## config.mk

```make
export PLATFORM = sky130hd
export DESIGN_NAME = itrp_rate
export DESIGN_NICKNAME = d
export VERILOG_FILES = /design/src/rtl/core/imu_tilt_roll_pitch_core_defines.svh /design/src/rtl/core/itrp_pkg.sv /design/src/rtl/core/itrp_rate.sv
export SDC_FILE = /design/constraint.sdc
export NUM_CORES = 1
export LEC_CHECK = 0
export ABC_CLOCK_PERIOD_IN_PS = 11900
export CORE_UTILIZATION = 40
export DETAILED_ROUTE_END_ITERATION = 12
export DONT_BUFFER_PORTS = 1
export GPL_ROUTABILITY_DRIVEN = 0
export PLACE_DENSITY = 0.52
export SYNTH_ARGS = -nofsm -noshare
export SYNTH_HDL_FRONTEND = slang
export SYNTH_SLANG_ARGS = --single-unit
```

## constraint.sdc

```tcl
create_clock -name clock -period 11.9 [get_ports clock]
set_clock_uncertainty 0.2 [all_clocks]
set_input_delay 0.595 -clock clock [delete_from_list [all_inputs] [get_ports clock]]
set_output_delay 0.595 -clock clock [all_outputs]
set_load 0.01 [all_outputs]
```

## src/rtl/core/imu_tilt_roll_pitch_core_defines.svh

```systemverilog
// Assertion macros shared by the tilt core RTL.
// Plain text macros only; no dependencies.
`ifndef IMU_TILT_ROLL_PITCH_CORE_DEFINES_SVH
`define IMU_TILT_ROLL_PITCH_CORE_DEFINES_SVH

// Same-cycle implication, disabled during reset.
`define ITRP_ASSERT_IMP(label, clk, rst, ante, cons, msg) \
   label: assert property (@(posedge clk) disable iff (rst) (ante) |-> (cons)) \
      else $error(msg);

// Next-cycle implication, disabled during reset.
`define ITRP_ASSERT_NXT(label, clk, rst, ante, cons, msg) \
   label: assert property (@(posedge clk) disable iff (rst) (ante) |=> (cons)) \
      else $error(msg);

`endif

```

## src/rtl/core/itrp_pkg.sv

```systemverilog
// Shared types, widths and constants of the tilt core.
// No dependencies; imported by every module of the core.
package itrp_pkg;

   // field widths
   localparam int AXIS_W     = 16;
   localparam int ROLL_W     = 17;
   localparam int PITCH_W    = 16;
   localparam int RATE_W     = 17;
   localparam int ANG_W      = 17;
   localparam int REQ_DATA_W = 80;
   localparam int RSP_PACK_W = ROLL_W + PITCH_W + 2 * RATE_W;
   localparam int RSP_DATA_W = ((RSP_PACK_W + 7) / 8) * 8;

   // gyro rate: raw * 256 / 131, rounded, via reciprocal multiply
   localparam int GYRO_DIV    = 131;
   localparam int RATE_HALF   = (GYRO_DIV - 1) / 2;
   localparam int RATE_LIM    = 64035;
   localparam int RATE_FRAC   = 8;
   localparam int RATE_N_W    = AXIS_W + RATE_FRAC;
   localparam int RECIP_SHIFT = 32;
   localparam int RECIP_W     = 25;
   localparam logic [RECIP_W-1:0] GYRO_RECIP =
      RECIP_W'((64'd1 << RECIP_SHIFT) / GYRO_DIV);
   localparam int RATE_PROD_W = RATE_N_W + RECIP_W;
   localparam int RATE_Q_W    = RATE_PROD_W - RECIP_SHIFT;
   localparam int RATE_REM_W  = 9;
   localparam int RATE_LANES  = 2;

   // square root of (ay^2 + az^2) with FRAC_SHIFT fraction bits
   localparam int FRAC_SHIFT = 14;
   localparam int PROD_W     = 2 * AXIS_W - 1;
   localparam int SQ_W       = 2 * AXIS_W;
   localparam int N_W        = SQ_W + 2 * FRAC_SHIFT;
   localparam int ROOT_W     = N_W / 2;
   localparam int REM_W      = ROOT_W + 2;

   // vectoring CORDIC, angles in 2^-16 degree
   localparam int CORDIC_STAGES = 16;
   localparam int TAB_LEN       = 24;
   localparam int VW            = 34;
   localparam int ZW            = 26;
   localparam int ANG_DROP      = 8;
   localparam int RND_W         = ZW + 1 - ANG_DROP;
   localparam int ANG_HALF      = 128;
   localparam int LANES         = 2;
   localparam int LANE_ROLL     = 0;
   localparam int LANE_PITCH    = 1;
   localparam int ROLL_LIM      = 46080;
   localparam int PITCH_LIM     = 23040;

   localparam logic signed [ZW-1:0] ANG_90  = 26'sd5898240;
   localparam logic signed [ZW-1:0] ANG_180 = 26'sd11796480;

   localparam logic [ANG_W-1:0] ANG_LIM [LANES] = '{17'd46080, 17'd23040};

   // atan(2^-i) in 2^-16 degree
   localparam logic signed [ZW-1:0] ATAN_TAB [TAB_LEN] = '{
      26'sd2949120, 26'sd1740967, 26'sd919879, 26'sd466945,
      26'sd234379,  26'sd117304,  26'sd58666,  26'sd29335,
      26'sd14668,   26'sd7334,    26'sd3667,   26'sd1833,
      26'sd917,     26'sd458,     26'sd229,    26'sd115,
      26'sd57,      26'sd29,      26'sd14,     26'sd7,
      26'sd4,       26'sd2,       26'sd1,      26'sd0
   };

   typedef struct packed {
      logic signed [AXIS_W-1:0] accel_x;
      logic signed [AXIS_W-1:0] accel_y;
      logic signed [AXIS_W-1:0] accel_z;
      logic signed [AXIS_W-1:0] gyro_x_raw;
      logic signed [AXIS_W-1:0] gyro_y_raw;
   } sample_type;

   typedef struct packed {
      logic signed [AXIS_W-1:0] accel_x;
      logic signed [AXIS_W-1:0] accel_y;
      logic signed [AXIS_W-1:0] accel_z;
   } accel_type;

   typedef struct packed {
      logic signed [RATE_W-1:0] rate_x;
      logic signed [RATE_W-1:0] rate_y;
   } rates_type;

   typedef struct packed {
      accel_type accel;
      rates_type rates;
   } mid_type;

   typedef struct packed {
      accel_type          accel;
      rates_type          rates;
      logic [ROOT_W-1:0]  rad;
   } root_type;

   typedef struct packed {
      logic signed [ROLL_W-1:0]  roll_deg;
      logic signed [PITCH_W-1:0] pitch_deg;
      logic signed [RATE_W-1:0]  rate_x;
      logic signed [RATE_W-1:0]  rate_y;
   } result_type;

endpackage

```

## src/rtl/core/itrp_rate.sv

```systemverilog
// Gyro rate scaling: raw * 256 / 131, rounded half away from zero.
// Four-stage reciprocal-multiply divider; uses itrp_pkg.
module itrp_rate
   import itrp_pkg::*;
(
   input  logic       clock,
   input  logic       reset,
   input  logic       adv,
   input  logic       in_vld,
   input  sample_type in_data,
   output logic       out_vld,
   output mid_type    out_data
);

   localparam int DEPTH = 4;

   logic [DEPTH-1:0]          vld_ff;
   accel_type                 side_ff [DEPTH];
   logic signed [AXIS_W-1:0]  gyro [RATE_LANES];
   logic signed [RATE_W-1:0]  rate_ff [RATE_LANES];

   assign gyro[0] = in_data.gyro_x_raw;
   assign gyro[1] = in_data.gyro_y_raw;

   always_ff @(posedge clock) begin
      if (reset) begin
         vld_ff <= '0;
      end else if (adv) begin
         vld_ff <= {vld_ff[DEPTH-2:0], in_vld};
      end
   end

   always_ff @(posedge clock) begin
      if (adv) begin
         side_ff[0].accel_x <= in_data.accel_x;
         side_ff[0].accel_y <= in_data.accel_y;
         side_ff[0].accel_z <= in_data.accel_z;
         for (int i = 1; i < DEPTH; i++) begin
            side_ff[i] <= side_ff[i-1];
         end
      end
   end

   for (genvar l = 0; l < RATE_LANES; l++) begin : g_lane
      logic [AXIS_W-1:0]      mag;
      logic [RATE_N_W-1:0]    num_in;
      logic [RATE_N_W-1:0]    num0_ff, num1_ff;
      logic                   neg0_ff, neg1_ff, neg2_ff;
      logic [RATE_PROD_W-1:0] prod_in, prod_ff;
      logic [RATE_Q_W-1:0]    q;
      logic [RATE_N_W-1:0]    back;
      logic [RATE_N_W-1:0]    diff;
      logic [RATE_Q_W-1:0]    q_ff;
      logic [RATE_REM_W-1:0]  rem_ff;
      logic [RATE_Q_W-1:0]    qc;
      logic [RATE_Q_W-1:0]    qlim;

      // |raw| * 256 + 65: rounding folded into the dividend
      always_comb begin
         mag    = gyro[l][AXIS_W-1] ? -gyro[l] : gyro[l];
         num_in = {mag, {RATE_FRAC{1'b0}}} + RATE_N_W'(RATE_HALF);
      end

      assign prod_in = RATE_PROD_W'(num0_ff) * RATE_PROD_W'(GYRO_RECIP);

      // estimate is low by at most one; remainder decides the fix
      always_comb begin
         q    = prod_ff[RATE_PROD_W-1:RECIP_SHIFT];
         back = RATE_N_W'(q) * RATE_N_W'(GYRO_DIV);
         diff = num1_ff - back;
      end

      always_comb begin
         qc   = q_ff + {{(RATE_Q_W-1){1'b0}}, (rem_ff >= RATE_REM_W'(GYRO_DIV))};
         qlim = (qc > RATE_Q_W'(RATE_LIM)) ? RATE_Q_W'(RATE_LIM) : qc;
      end

      always_ff @(posedge clock) begin
         if (adv) begin
            num0_ff    <= num_in;
            neg0_ff    <= gyro[l][AXIS_W-1];
            prod_ff    <= prod_in;
            num1_ff    <= num0_ff;
            neg1_ff    <= neg0_ff;
            q_ff       <= q;
            rem_ff     <= diff[RATE_REM_W-1:0];
            neg2_ff    <= neg1_ff;
            rate_ff[l] <= neg2_ff ? RATE_W'(-qlim) : RATE_W'(qlim);
         end
      end
   end

   assign out_vld              = vld_ff[DEPTH-1];
   assign out_data.accel       = side_ff[DEPTH-1];
   assign out_data.rates.rate_x = rate_ff[0];
   assign out_data.rates.rate_y = rate_ff[1];

endmodule

```

==> results.json, run 1 <==
{
  "synth_area_leaders": "edfxtp_1 (37%), ha_1 (21%), fa_1 (17%), inv_1 (6.5%), xnor2_1 (2.9%)",
  "cap_violations": 0,
  "rsz0062_at_grt": "no",
  "dr.pass1.iters": 5,
  "max_freq_mhz": 147,
  "clkTransAtPathRegs_ps": 50,
  "drv_slew": 0,
  "synth_cells": 2362,
  "layout-drive-gt1-share_pct": 4.11,
  "die_area_um2": 72900,
  "slowest_delay_ps": 690,
  "finalHoldViolations": 0,
  "numClockSinks": 356,
  "synthDistinctLibCells": 85,
  "cts_buffers": 43,
  "num_io_pins": 167,
  "grt_pass1_wl_um": 93900,
  "die_w_um": 270,
  "cts_tree": "yes",
  "htreeDepth": 2,
  "post-cts-setup-buffer-count": 0,
  "layout.nets": 3277,
  "cts_root_buf": "clkbuf_16",
  "maxSlewHeadroom_pct": 5.83,
  "wl_per_cell_um": 16.9,
  "clock_path_buffers": 3,
  "drt-met1-wl_um": 26400,
  "worstSetupPathType": "reg -> reg",
  "drc_errors": 0,
  "synth_seq_cells": 356,
  "groute.usage.overall_pct": 16.2,
  "antenna_found_initial": 0,
  "min_path_type": "in -> reg",
  "post-route-period-util_pct": 57.3,
  "cts_resized": 0,
  "die_h_um": 270,
  "crit_path_max_fanout": 11,
  "start_kind": "register",
  "first_global_vias": 17800,
  "routed_wl_um": 57800,
  "outcome": "complete, no violations",
  "clk_latency_ps": 570,
  "seq_area_frac_synth_pct": 37.1,
  "endpoint_kind": "register",
  "wl_met3_um": 2160,
  "syn-num-nets": 3188,
  "ant_nets": 0,
  "min_period_ps": 6810,
  "worstPathArrival_ps": 6930,
  "yosysTopAreaCell": "edfxtp_1",
  "top_layer": "met4",
  "cp_slowest_cell": "edfxtp_1",
  "grt_max_degree": 346,
  "area_growth_pct": 11.0,
  "worst_pin_slew_ps": 1410,
  "timing.setup.tns_ps": 0,
  "ys.flop_type": "edfxtp_1",
  "overflow": 0,
  "avgSynthCellArea_um2": 12.2,
  "holdBufCountCts": 65,
  "async_flop_share_pct": 0,
  "dp_hpwl_um": 46000,
  "setup_viol": 0,
  "drt_iter0_drc": 758,
  "yosysTopAreaCellShare_pct": 36.8,
  "floorplan.initialDensity_pct": 40.7,
  "rows": 97,
  "io_buffers": 0,
  "synth_edf_count": 352,
  "wl_met2_um": 28100,
  "viasPerCell": 4.87,
  "yosysWarnings": 0,
  "required_ps": 12010,
  "worstPathCellList": "inv_1 -> ha_1 -> xnor2_1 -> ha_1 -> inv_1 -> fa_1 -> fa_1 -> fa_1 -> fa_1 -> inv_1 -> ha_1 -> ha_1 -> a21oi_1 -> o21ai_0 -> a2111oi_0 -> o21bai_1 -> o21ai_1 -> nand4_2 -> a311o_1 -> o211a_1",
  "vias": 16700,
  "core_um2": 70500,
  "antenna_cells": 0,
  "synth_area_um2": 28700
}
cell families (layout without fill, tap and decap cells):
logic type	after synthesis	in the layout	share of synthesized area (%)
DFF	356	356	37.1
xor gates and xnor gates	144	144	4.49
muxes	18	18	0.653
buffers and inverters	520	641	6.88
adders and majority gates	742	742	38.9
and+or+nand+nor	304	304	5.57
AOI/OAI and AO/OA	278	278	6.46
state kept, by name, indices dropped and copies added, names as in the netlist:
name	cells
g_lane.neg0_ff	2
g_lane.neg1_ff	2
g_lane.neg2_ff	2
g_lane.num0_ff	32
g_lane.prod_ff	36
g_lane.q_ff	34
g_lane.rem_ff	18
rate_ff	34
side_ff	192
vld_ff	4
Yosys cell counts, types with 5 or more instances:
cell type  instances
inv_1            499
ha_1             491
edfxtp_1         352
fa_1             251
xnor2_1           95
a21oi_1           81
nor2_1            69
nand2_1           68
o21ai_0           54
xor2_1            47
a21o_1            45
nand3_1           41
nand4_1           17
nor3_1            17
o31ai_1           14
and2_1            12
mux2i_1           12
and3_1            11
a31oi_1            9
clkbuf_1           9
nand2b_1           9
nor4_1             9
o311ai_0           8
and4_1             7
nor2b_1            7
or2_2              7
or3_1              7
mux2_2             6
buf_2              5
path summary, 6_finish.rpt:
kind / from / end / slack (ps) / cells past startpoint
setup / recovery: g_lane[1].num0_ff[22] / g_lane[1].prod_ff[47] / 5090 / 20
hold / removal: in_data[23] / g_lane[0].num0_ff[15] / 30 / 1
setup reg to reg: g_lane[1].num0_ff[22] / g_lane[1].prod_ff[47] / 5090 / 20
hold reg to reg: side_ff[0][43] / side_ff[1][43] / 210 / 0
routing by layer:
metal	global-route usage (%)	vias to the layer above
met4	3.92	0
met1	21.4	8104
met5	0	-
met2	27.6	256
met3	2.46	71
li1	-	8243
critical path: cells and delay by family, from the launching register on:
kind            cells  cell delay, ps
compound gates      7            1690
xor+xnor            1             280
fa+ha+maj           8            3280
buf+inv             3             210
flops               1             690
simple gates        1             200
final cells by class:
| class | count | area, um2 |
|---|---|---|
| sequential | 356 | 10700 |
| inverter | 499 | 1870 |
| timing repair buffer | 65 | 651 |
| clock inverter | 29 | 357 |
| tap | 940 | 1180 |
| fill | 6481 | 38600 |
| multi-input combinational | 1486 | 16100 |
| clock buffer | 48 | 1090 |
stage by stage:
stage	hold WS (ps)	setup WS [ps]	std cells	util [%]	cell area [um2]
floorplan	200	5720	2362	-	28700
global placement	200	5310	3281	42.3	29800
detailed placement	205	5160	3281	42.3	29800
CTS	0.170	5120	3423	45.2	31900
global route	9.72	4690	3423	45.2	31900
finish	29.2	5090	3423	45.2	31900
cell usage in the layout (no fill, tap or decap), drive strengths merged, types with 8 or more instances in the layout:
cell         instances
ha                 491
edfxtp             352
o311ai              11
and4                 8
nand3               42
clkbuf              48
mux2i               12
nand2               68
o21ai               59
o31ai               16
a21oi               81
and2                12
nand2b               9
and3                11
nor3                20
inv                502
clkinv              17
fa                 251
nor2                69
a31oi               10
dlygate4sd3         65
nand4               20
a21o                45
xor2                47
xnor2               95
nor4                10
Power of run 1 is not shown: default switching activity piles up to over one toggle a cycle in this logic, so the estimate is an artifact.
==> run 2, diff against run 1 <==
--- a/config.mk
+++ b/config.mk
@@ -5,7 +5,7 @@
 export SDC_FILE = /design/constraint.sdc
 export NUM_CORES = 1
 export LEC_CHECK = 0
-export ABC_CLOCK_PERIOD_IN_PS = 11900
+export ABC_CLOCK_PERIOD_IN_PS = 7100
 export CORE_UTILIZATION = 40
 export DETAILED_ROUTE_END_ITERATION = 12
 export DONT_BUFFER_PORTS = 1
==> constraint.sdc (replaced) <==
create_clock -name clock -period 7.1 [get_ports clock]
set_clock_uncertainty 0.2 [all_clocks]
set_input_delay 0.355 -clock clock [delete_from_list [all_inputs] [get_ports clock]]
set_output_delay 0.355 -clock clock [all_outputs]
set_load 0.01 [all_outputs]
==> results.json, run 2 (synthesis results as in run 1) <==
{
  "outcome": "finished with violations",
  "violations": "negative hold slack, max-slew violations",
  "ant_nets": 0,
  "cts_root_buf": "clkbuf_16",
  "largest_register_ff_count": 192,
  "max_freq_mhz": 150,
  "clkTransAtPathRegs_ps": 70,
  "cts_tree": "yes",
  "area_growth_pct": 12.5,
  "min_period_ps": 6660,
  "wl_per_cell_um": 16.9,
  "finalHoldViolations": 13,
  "drt_iter0_drc": 842,
  "final_cell_mix": "inv_1 (499), ha_1 (491), edfxtp_1 (352)",
  "grt_pass1_wl_um": 96000,
  "die_h_um": 270,
  "fin_hold_ws_ps": -279,
  "die_w_um": 270,
  "first_global_vias": 18200,
  "top_regs": "side_ff x192, g_lane.prod_ff x36",
  "worstSetupPathType": "reg -> reg",
  "rows": 97,
  "endpoint_kind": "register",
  "numClockSinks": 356,
  "antenna_cells": 0,
  "cts_resized": 0,
  "core_um2": 70500,
  "io_buffers": 0,
  "die_area_um2": 72900,
  "overflow": 0,
  "grt_max_degree": 357,
  "layout-drive-gt1-share_pct": 4.62,
  "min_path_type": "in -> reg",
  "dr.pass1.iters": 5,
  "drc_errors": 0,
  "cts_buffers": 43,
  "layout.nets": 3326,
  "timing.setup.tns_ps": 0,
  "cap_violations": 0,
  "clk_latency_ps": 570,
  "vias": 16900,
  "crit_path_max_fanout": 11,
  "post-route-period-util_pct": 93.7,
  "holdBufCountCts": 100,
  "start_kind": "register",
  "antenna_found_initial": 1,
  "num_io_pins": 167,
  "clock_path_buffers": 3,
  "viasPerCell": 4.87,
  "groute.usage.overall_pct": 16.5,
  "maxSlewHeadroom_pct": -13.2,
  "required_ps": 7220,
  "rsz0062_at_grt": "no",
  "setup_viol": 0,
  "dp_hpwl_um": 46700,
  "floorplan.initialDensity_pct": 40.7,
  "routed_wl_um": 58700,
  "htreeDepth": 2,
  "worstPathArrival_ps": 6770,
  "worst_pin_slew_ps": 1700,
  "drv_slew": 113,
  "layout_commonest_cell": "inv_1",
  "top_register": "side_ff"
}
## run 2: timing repair
action                                  CTS  global route
setup buffers                             0             0
hold endpoints to repair                438           343
endpoints found under the setup margin    0             0
## run 2: path summary, 6_finish.rpt
check / startpoint / end / cells past startpoint / slack (ps)
min reg2reg: side_ff[1][8] / side_ff[2][8] / 0 / 210
min: adv / g_lane[0].neg0_ff / 0 / -280
max reg2reg: g_lane[1].num0_ff[22] / g_lane[1].prod_ff[47] / 20 / 440
max: g_lane[1].num0_ff[22] / g_lane[1].prod_ff[47] / 20 / 440
## run 2: critical path, cell delays in order (launching register included)
cell and delay, ps:
edfxtp_1 640, inv_1 90, ha_1 350, xnor2_1 170
ha_1 280, inv_1 50, fa_1 500, fa_1 510
fa_1 520, fa_1 540, inv_1 40, ha_1 280
ha_1 370, a21oi_1 190, o21ai_0 120, a2111oi_0 420
o21bai_1 200, o21ai_1 250, nand4_2 180, a311o_1 360
o211a_1 130
## run 2: cell type report
| class | count | area [um2] |
|---|---|---|
| fill | 6459 | 38200 |
| multi-input combinational | 1486 | 16100 |
| sequential | 356 | 10700 |
| inverter | 499 | 1870 |
| tap | 940 | 1180 |
| timing repair buffer | 114 | 1110 |
| clock buffer | 49 | 1100 |
| clock inverter | 27 | 305 |
## run 2: metal layers
layer	wire length, um	track usage [%]	up-vias
met5	0	0	-
met4	1020	3.80	0
met3	1950	2.49	60
met2	29000	28.6	224
met1	26800	21.7	8307
li1	-	-	8330
## run 2: per-stage QoR
step	hold slack (ps)	instances	setup WS [ps]	cell area [um2]	utilization [%]
finish	-279	3471	445	32300	45.8
global route	-299	3471	60.1	32300	45.8
CTS	-318	3471	466	32300	45.8
detailed placement	205	3295	495	29900	42.4
global placement	200	3295	536	29900	42.4
floorplan	200	2362	922	28700	-
Power of run 2 is left out for the same reason.
